### config.mk
export PLATFORM = sky130hd
export DESIGN_NAME = larc_row
export DESIGN_NICKNAME = d
export VERILOG_FILES = /design/src/rtl/core/larc_pkg.sv /design/src/rtl/core/larc_cell.sv /design/src/rtl/core/larc_row.sv
export SDC_FILE = /design/constraint.sdc
export NUM_CORES = 2
export LEC_CHECK = 0
export BUFFER_PORTS_ARGS = -buffer_cell sky130_fd_sc_hd__buf_2
export CORE_MARGIN = 8
export CORE_UTILIZATION = 45
export CTS_CLUSTER_DIAMETER = 80
export DETAILED_ROUTE_END_ITERATION = 6
export GPL_ROUTABILITY_DRIVEN = 0
export GPL_TIMING_DRIVEN = 0
export HOLD_SLACK_MARGIN = 0.05
export MAX_ROUTING_LAYER = met4
export PLACE_DENSITY = 0.68
export SLEW_MARGIN = 20
export SYNTH_ARGS = -nofsm -noshare
export SYNTH_HDL_FRONTEND = slang
export SYNTH_SLANG_ARGS = --single-unit
### constraint.sdc
create_clock -name clk -period 6.5 [get_ports clk]
set_input_delay 1.3 -clock clk [delete_from_list [all_inputs] [get_ports clk]]
set_output_delay 1.3 -clock clk [all_outputs]
set_load 0.02 [all_outputs]
### src/rtl/core/larc_pkg.sv
// ----------------------------------------------------------------------------
// larc_pkg
// Shared types and constants for the lazy adaptive replacement cache.
// ----------------------------------------------------------------------------
package larc_pkg;

  localparam int CNT_WIDTH = 32;
  localparam int CAP_WIDTH = 7;
  localparam int MODE_WIDTH = 2;
  localparam int NUM_COUNTERS = 6;

  // request kinds
  localparam logic [MODE_WIDTH-1:0] MODE_READ  = 2'd0;
  localparam logic [MODE_WIDTH-1:0] MODE_WRITE = 2'd1;

  // event counter slots
  localparam int CNT_HIT        = 0;
  localparam int CNT_MISS       = 1;
  localparam int CNT_READ_HIT   = 2;
  localparam int CNT_WRITE_HIT  = 3;
  localparam int CNT_READ_MISS  = 4;
  localparam int CNT_WRITE_MISS = 5;

  localparam logic [CAP_WIDTH-1:0] CAP_RESET = 7'd64;

  typedef enum logic [2:0] {
    S_IDLE   = 3'b001,
    S_SEARCH = 3'b010,
    S_UPDATE = 3'b100
  } state_t;

  // what one cell loads on the next edge
  typedef enum logic [1:0] {
    SEL_HOLD,
    SEL_FROM_PREV,
    SEL_FROM_NEXT,
    SEL_CLEAR
  } sel_t;

  // what a row of cells does on the next edge
  typedef enum logic [1:0] {
    CMD_HOLD,
    CMD_TOUCH,
    CMD_REMOVE,
    CMD_INSERT
  } cmd_t;

  typedef struct packed {
    logic capture;
    cmd_t cmd;
  } row_ctl_t;

  function automatic logic [CNT_WIDTH-1:0] sat_inc(input logic [CNT_WIDTH-1:0] v);
    sat_inc = (v == {CNT_WIDTH{1'b1}}) ? v : v + 1'b1;
  endfunction

endpackage

### src/rtl/core/larc_cell.sv
// ----------------------------------------------------------------------------
// larc_cell
// One recency slot: holds a key and a valid bit, compares against the probe.
// ----------------------------------------------------------------------------
module larc_cell #(
  parameter int KEY_WIDTH = 32
) (
  input  logic                 clk,
  input  logic                 rst,
  input  larc_pkg::sel_t       sel,
  input  logic [KEY_WIDTH-1:0] probe,
  input  logic [KEY_WIDTH-1:0] prev_key,
  input  logic                 prev_valid,
  input  logic [KEY_WIDTH-1:0] next_key,
  input  logic                 next_valid,
  output logic [KEY_WIDTH-1:0] cell_key,
  output logic                 cell_valid,
  output logic                 match
);

  assign match = cell_valid && (cell_key == probe);

  always_ff @(posedge clk) begin
    if (rst) begin
      cell_valid <= 1'b0;
    end else begin
      unique case (sel)
        larc_pkg::SEL_FROM_PREV: cell_valid <= prev_valid;
        larc_pkg::SEL_FROM_NEXT: cell_valid <= next_valid;
        larc_pkg::SEL_CLEAR:     cell_valid <= 1'b0;
        default:                 cell_valid <= cell_valid;
      endcase
    end
  end

  always_ff @(posedge clk) begin
    unique case (sel)
      larc_pkg::SEL_FROM_PREV: cell_key <= prev_key;
      larc_pkg::SEL_FROM_NEXT: cell_key <= next_key;
      default:                 cell_key <= cell_key;
    endcase
  end

endmodule

### src/rtl/core/larc_row.sv
// ----------------------------------------------------------------------------
// larc_row
// Recency-ordered row of cells; cell 0 is most recent, valid cells form a prefix.
// ----------------------------------------------------------------------------
module larc_row #(
  parameter int DEPTH     = 64,
  parameter int KEY_WIDTH = 32,
  localparam int LW       = $clog2(DEPTH + 1)
) (
  input  logic                 clk,
  input  logic                 rst,
  input  larc_pkg::row_ctl_t   ctl,
  input  logic [KEY_WIDTH-1:0] probe,
  input  logic [LW-1:0]        limit,
  output logic                 hit
);

  logic [KEY_WIDTH-1:0] keys [DEPTH];
  logic [DEPTH-1:0]     valids;
  logic [DEPTH-1:0]     slot_hits;
  logic [DEPTH-1:0]     match_q;
  logic [DEPTH-1:0]     at_or_above;
  logic [DEPTH-1:0]     at_or_below;
  larc_pkg::sel_t       sels [DEPTH];

  // capture the compare result of the search cycle
  always_ff @(posedge clk) begin
    if (ctl.capture) begin
      match_q <= slot_hits;
    end
  end

  assign hit = |match_q;

  // parallel-prefix ORs: a match at or above / at or below each slot
  always_comb begin
    at_or_above = match_q;
    at_or_below = match_q;
    for (int s = 1; s < DEPTH; s = s * 2) begin
      at_or_above = at_or_above | (at_or_above >> s);
      at_or_below = at_or_below | (at_or_below << s);
    end
  end

  for (genvar i = 0; i < DEPTH; i++) begin : g_cell
    logic [KEY_WIDTH-1:0] p_key;
    logic                 p_valid;
    logic [KEY_WIDTH-1:0] n_key;
    logic                 n_valid;

    if (i == 0) begin : g_head
      assign p_key   = probe;
      assign p_valid = 1'b1;
    end else begin : g_body
      assign p_key   = keys[i-1];
      assign p_valid = valids[i-1];
    end

    if (i == DEPTH - 1) begin : g_tail
      assign n_key   = '0;
      assign n_valid = 1'b0;
    end else begin : g_inner
      assign n_key   = keys[i+1];
      assign n_valid = valids[i+1];
    end

    always_comb begin
      unique case (ctl.cmd)
        larc_pkg::CMD_TOUCH:
          sels[i] = at_or_above[i] ? larc_pkg::SEL_FROM_PREV : larc_pkg::SEL_HOLD;
        larc_pkg::CMD_REMOVE:
          sels[i] = at_or_below[i] ? larc_pkg::SEL_FROM_NEXT : larc_pkg::SEL_HOLD;
        larc_pkg::CMD_INSERT:
          sels[i] = (32'(i) < 32'(limit)) ? larc_pkg::SEL_FROM_PREV : larc_pkg::SEL_CLEAR;
        default:
          sels[i] = larc_pkg::SEL_HOLD;
      endcase
    end

    larc_cell #(
      .KEY_WIDTH (KEY_WIDTH)
    ) u_cell (
      .clk        (clk),
      .rst        (rst),
      .sel        (sels[i]),
      .probe      (probe),
      .prev_key   (p_key),
      .prev_valid (p_valid),
      .next_key   (n_key),
      .next_valid (n_valid),
      .cell_key   (keys[i]),
      .cell_valid (valids[i]),
      .match      (slot_hits[i])
    );
  end

endmodule

# [Word-level counts from Yosys, hierarchy flattened]
# Index checks and enable logic that the tools add are counted.
[op_classes] order_cmp=64 eq_ne=259 mux=384 n_bitwise=12 reduce_logical=194
[op_table] op="case mux 32 bit (2 select lines)" n=64
[op_table] op="equality test 32 bit" n=64
[op_table] op="OR 64 bit" n=6
[op_table] op="case mux 2 bit (3 select lines)" n=64
[op_table] op="equality test 2 bit, second input constant" n=130
[op_table] op="two-way mux 2 bit" n=128
[op_table] op="less-than comparator 6 x 7 -> 1 bit, first input constant" n=32
[op_table] op="case mux 1 bit (3 select lines)" n=63
[op_table] op="nonzero test 3 bit" n=63
[op_table] op="equality test 2 x 1 -> 1 bit, second input constant" n=65
[op_table] op="nonzero test 2 bit" n=65
[op_table] op="less-than comparator 5 x 7 -> 1 bit, first input constant" n=16
[op_table] op="logical AND 1 bit" n=64
[op_table] op="two-way mux 1 bit" n=64
[op_table] op="OR 64 x 32 -> 64 bit" n=1
[op_table] op="OR 64 x 48 -> 64 bit" n=1
[op_table] op="OR 64 x 56 -> 64 bit" n=1
[op_table] op="OR 64 x 60 -> 64 bit" n=1
[op_table] op="OR 64 x 62 -> 64 bit" n=1
[op_table] op="OR 64 x 63 -> 64 bit" n=1
[op_table] op="OR reduction 64 bit" n=1
[op_table] op="less-than comparator 4 x 7 -> 1 bit, first input constant" n=8
[op_table] op="less-than comparator 3 x 7 -> 1 bit, first input constant" n=4
[op_table] op="less-than comparator 1 x 7 -> 1 bit, first input constant" n=2
[op_table] op="other kinds (3)" n=4
[totals] regBits=2176 out_inout_bits=1

# [Longest topological paths before layout]
[depth] depth_word=11 ltp_mapped=12 mapped_depth_nobuf=9

# [Cells and area by module]
# From an unflattened synthesis, not the netlist that was laid out.
[hier_totals] cells_unflattened=8363 hier_area_um2=118944.1
[modules_own_cells] mod="larc_cell" n_inst=64 cells_per_inst=122 area_per_inst_um2=1785.5 seq_area_each_um2=980.9
[modules_own_cells] mod="larc_row" n_inst=1 cells_per_inst=555 area_per_inst_um2=4674.5 seq_area_each_um2=1921.8

# [Worst setup path before layout]
# OpenSTA, ideal clock, no wires.
[synth_path] kind="input port to flip-flop" from="in ctl[1] (netlist name)" to="reg g_cell[3].u_cell.cell_key[10], data pin" arrival_ns=4.045 t_required_ns=6.240 path_slack_ns=2.195 path_stages=9 path_cell_list="nor4_1 nand2_1 or4b_1 buf_2 o41ai_1 ha_1 clkbuf_1 clkbuf_1 mux2_2"
[synth_between] elab_chain_cells=4
[synth_rtl] item="start: declaration" line_no="larc_row.sv:12" source="input larc_pkg::row_ctl_t ctl,"
[synth_rtl] item="equality test 2 bit / equality test 2 x 1 -> 1 bit (equally long branches)" line_no="larc_row.sv:68" source="unique case (ctl.cmd)"
[synth_rtl] item="case mux 2 bit (3 select lines) (*)" line_no="larc_row.sv:68"
[synth_rtl] item="equality test 2 bit / equality test 2 x 1 -> 1 bit (equally long branches)" line_no="larc_cell.sv:37" source="unique case (sel)"
[synth_rtl] item="case mux 32 bit (2 select lines) (*)" line_no="larc_cell.sv:37"
[synth_rtl] item="end signal: assignment" line_no="larc_cell.sv:38" source="larc_pkg::SEL_FROM_PREV: cell_key <= prev_key;"
[synth_rtl] item="end signal: assignment" line_no="larc_cell.sv:39" source="larc_pkg::SEL_FROM_NEXT: cell_key <= next_key;"
[synth_rtl] item="end signal: assignment" line_no="larc_cell.sv:40" source="default: cell_key <= cell_key;"
[synth_rtl] item="end: declaration" line_no="larc_cell.sv:16" source="output logic [KEY_WIDTH-1:0] cell_key,"
# Every way passes the cells marked *; elsewhere a longest branch is shown, timed or not.
# A chain may end at the register's enable or synchronous reset.

# [Final worst setup path]
[layout_path] from="reg match_q[11]" to="out hit"
[layout_between] elab_chain_cells=1
[layout_rtl] item="start: declaration" line_no="larc_row.sv:21" source="logic [DEPTH-1:0] match_q;"
[layout_rtl] item="start signal: assignment" line_no="larc_row.sv:29" source="match_q <= slot_hits;"
[layout_rtl] item="OR reduction 64 bit" line_no="larc_row.sv:33" source="assign hit = |match_q;"
[layout_rtl] item="end: declaration" line_no="larc_row.sv:15" source="output logic hit"
# No other way between the ends.

==> results.sh <==
export IMPL_period_needed_ns=5.633
export IMPL_via_per_inst=6.842
export IMPL_grt_ovfl_total=0
export IMPL_power_frac_comb_pct=19.0
export IMPL_yosys_area_share_simple_pct=6.239
export IMPL_period_share_pct=86.66
export IMPL_clock_latency_ns=0.95
export IMPL_initial_core_util_pct=45.25
export IMPL_yosysTopAreaCell="edfxtp_1"
export IMPL_synth_edf_count=2112
export IMPL_maxCapViolCount=0
export IMPL_grt_max_degree=34
export IMPL_end_kind="output pin"
export IMPL_synth_area_mux_share_pct=18.85
export IMPL_power_mw=42.24
export IMPL_slew_viol_final=0
export IMPL_synth_top_family_by_area="multiplexers"
export IMPL_fp_dieW_um=532.3
export IMPL_setup_tns_ns=0
export IMPL_synth_fa_ha_area_share_pct=2.044
export IMPL_hold_buffers=0
export IMPL_synthDistinctLibCells=73
export IMPL_worst_hold_slack_ns=0.5799
export IMPL_setup_violations=0
export IMPL_synth_compound_area_share_pct=2.035
export IMPL_remaining_drc_errors=77
export IMPL_die_area_sq_um=283400
export IMPL_path_max_fanout=6
export IMPL_drive_gt1_share_pct=30.52
export IMPL_synth_xor_area_share_pct=14.87
export IMPL_track_usage_pct=39.45
export IMPL_async_flop_share_pct=0
export IMPL_yosysMostFrequentCell="edfxtp_1"
export IMPL_fill_cells=22200
export IMPL_intPower_mw=28.69
export IMPL_syn_area_sq_um=120000
export IMPL_ys_top_cells_by_area="edfxtp_1 (53%), mux2_2 (19%), xor2_1 (14%)"
export IMPL_required_ns=5.20
export IMPL_violations="DRC"
export IMPL_hold_viol=0
export IMPL_cts_setup_buffers=0
export IMPL_switching_power_mw=13.55
export IMPL_worst_setup_path_start_kind="register"
export IMPL_p_seq_share_pct=50.4
export IMPL_die_h_um=532.3
export IMPL_pin_count=45
export IMPL_cts_sinks=2176
export IMPL_drt_iter0_markers=16620
export IMPL_hold_class="register to register"
export IMPL_yosys_warnings=0
export IMPL_synthCells=8703
export IMPL_synthToLayoutAreaGrowth_pct=13.59
export IMPL_p_clk_share_pct=30.6
export IMPL_synth_commonest_cells="edfxtp_1 (2,112), mux2_2 (2,007), xor2_1 (1,957), nor4_1 (488), clkbuf_1 (440)"
export IMPL_status="finished, violations left"
export IMPL_seq_area_sq_um=64700
export IMPL_grt_antenna_before_repair=41
export IMPL_fin_worst_skew_ns=0.06010
export IMPL_leakage_nw=47.74
export IMPL_wirelength_mm=566.1
export IMPL_cts_made_buffers=225
export IMPL_peakVddDrop_v=0.0003098
export IMPL_drtAntennaViolNets=0
export IMPL_cts_htree_levels=4
export IMPL_clk_pin_slew_ns=0.07
export IMPL_vias=88360
export IMPL_cts_repair_resized=0
export IMPL_layout_nets=9369
export IMPL_crit_arrival_ns=4.33
export IMPL_cts_root_buf="clkbuf_16"
export IMPL_synth_nets=8943
export IMPL_max_slew_margin_pct=14.46
export IMPL_core_area_sq_um=265100
export IMPL_num_rows=189
export IMPL_port_buffers=18
export IMPL_dpl_hpwl_mm=443.3
export IMPL_cts_tree="done"
export IMPL_swShare_pct=32.08
export IMPL_fmaxAchievable_mhz=177.5
export IMPL_critPathKind="register to output pin"
export IMPL_power_density_nw_per_um2=310.0
export IMPL_grt_pass1_vias=82210
export IMPL_grt_pass1_wl_mm=741.4
export IMPL_wl_per_cell_um=43.83
export IMPL_rsz0062_at_grt="false"
export IMPL_synth_top_area_share_pct=52.87
export IMPL_synthFlopType="edfxtp_1"
export IMPL_firstDrtPassIters=7
export IMPL_worstMarginPinSlew_ns=1.283
export IMPL_synth_avg_cell_area_sq_um=13.78
export IMPL_synth_seq_cells=2176
export IMPL_ys_seq_area_share_pct=53.94
export IMPL_clockBufferDepth=3
export IMPL_multi_input_area_sq_um=52840
[state kept, by name (all words and copies together), names as in the netlist]
name	count
g_cell.u_cell.cell_valid	64
match_q	64
g_cell.u_cell.cell_key	2048
[placed cells by master (no fill, tap or decap), types with 39 or more instances in the layout]
| cell | netlist | final |
|---|---|---|
| edfxtp_1 | 2112 | 2112 |
| mux2_2 | 2007 | 2007 |
| xor2_1 | 1957 | 1957 |
| nor4_1 | 488 | 488 |
| clkbuf_1 | 440 | 360 |
| clkbuf_16 | 0 | 226 |
| nor3_1 | 207 | 207 |
| ha_1 | 196 | 196 |
| nand3_1 | 143 | 143 |
| clkbuf_2 | 1 | 109 |
| buf_12 | 0 | 105 |
| buf_2 | 3 | 100 |
| nor2_1 | 99 | 99 |
| nor2b_1 | 90 | 90 |
| nand4_1 | 86 | 86 |
| xnor2_1 | 80 | 80 |
| buf_16 | 0 | 76 |
| nand2_1 | 69 | 69 |
| o21ai_0 | 68 | 67 |
| inv_2 | 0 | 64 |
| dfxtp_1 | 64 | 64 |
| diode_2 | 0 | 59 |
| a221oi_1 | 57 | 57 |
| clkinv_1 | 0 | 54 |
| a21oi_1 | 42 | 42 |
| clkinv_2 | 0 | 40 |
| inv_1 | 103 | 39 |
[layout make-up]
type,count,area share [%]
inverters,103,0.2837
repair buffers,199,3.146
multi-input cells,5881,38.78
clock inverters,127,0.8172
diodes,59,0.1084
plain buffers,543,1.763
flip-flops and latches,2176,47.48
well taps,3533,3.244
clock buffers,293,4.379
[critical path, cell delays in order (launching register included)]
cell and delay [ns]:
edfxtp_1 0.50, nor4_2 0.79, nand4_1 0.45, or4_1 0.72, or4_1 0.69, buf_2 0.24
[stage by stage]
stage / utilization [%] / setup slack, ns / instance area (sq um) / cells
3_3_place_gp: 46.95 / -1.052 / 124500 / 12250
5_1_grt: 51.38 / 0.9381 / 136200 / 12890
2_1_floorplan: - / 2.195 / 120000 / 8703
6_report: 51.40 / 0.8673 / 136300 / 12910
4_1_cts: 51.34 / 1.003 / 136100 / 12860
3_5_place_dp: 48.67 / 0.6270 / 129000 / 12440
[worst paths after layout]
check / from / to / slack (ns) / cells after the start
hold / removal: g_cell[0].u_cell.cell_key[24] / g_cell[1].u_cell.cell_key[24] / 0.58 / 1
setup / recovery: match_q[11] / hit / 0.87 / 5
setup reg to reg: match_q[42] / g_cell[0].u_cell.cell_key[20] / 1.11 / 10
hold reg to reg: g_cell[0].u_cell.cell_key[24] / g_cell[1].u_cell.cell_key[24] / 0.58 / 1
[kinds of logic after synthesis]
family / count (synthesis)
DFF: 2176
adders and majority gates: 196
and+or+nand+nor: 1302
muxes: 2008
buffers and inverters: 646
AOI/OAI and AO/OA: 338
xor gates and xnor gates: 2037
[metal layers]
metal	vias up	part of all wire [%]	global-route usage (%)	routed length, um
met2	8307	39	52.03	222000
met1	44220	32	45.03	183200
met4	0	11	34.17	65060
li1	33380	-	-	-
met3	2452	17	17.62	95760
met5	-	0	-	0
[power by group through the flow]
stage / registers (mW) / logic, mW / clock network (mW)
2_1_floorplan: 19.8 / 4.84 / 0
3_3_place_gp: 21.3 / 7.05 / 0
3_5_place_dp: 21.3 / 7.57 / 0
4_1_cts: 21.1 / 7.64 / 12.8
5_1_grt: 21.3 / 8.18 / 13.3
6_report: 21.3 / 8.04 / 12.9
No activity file was read; power rests on OpenSTA's default activity.
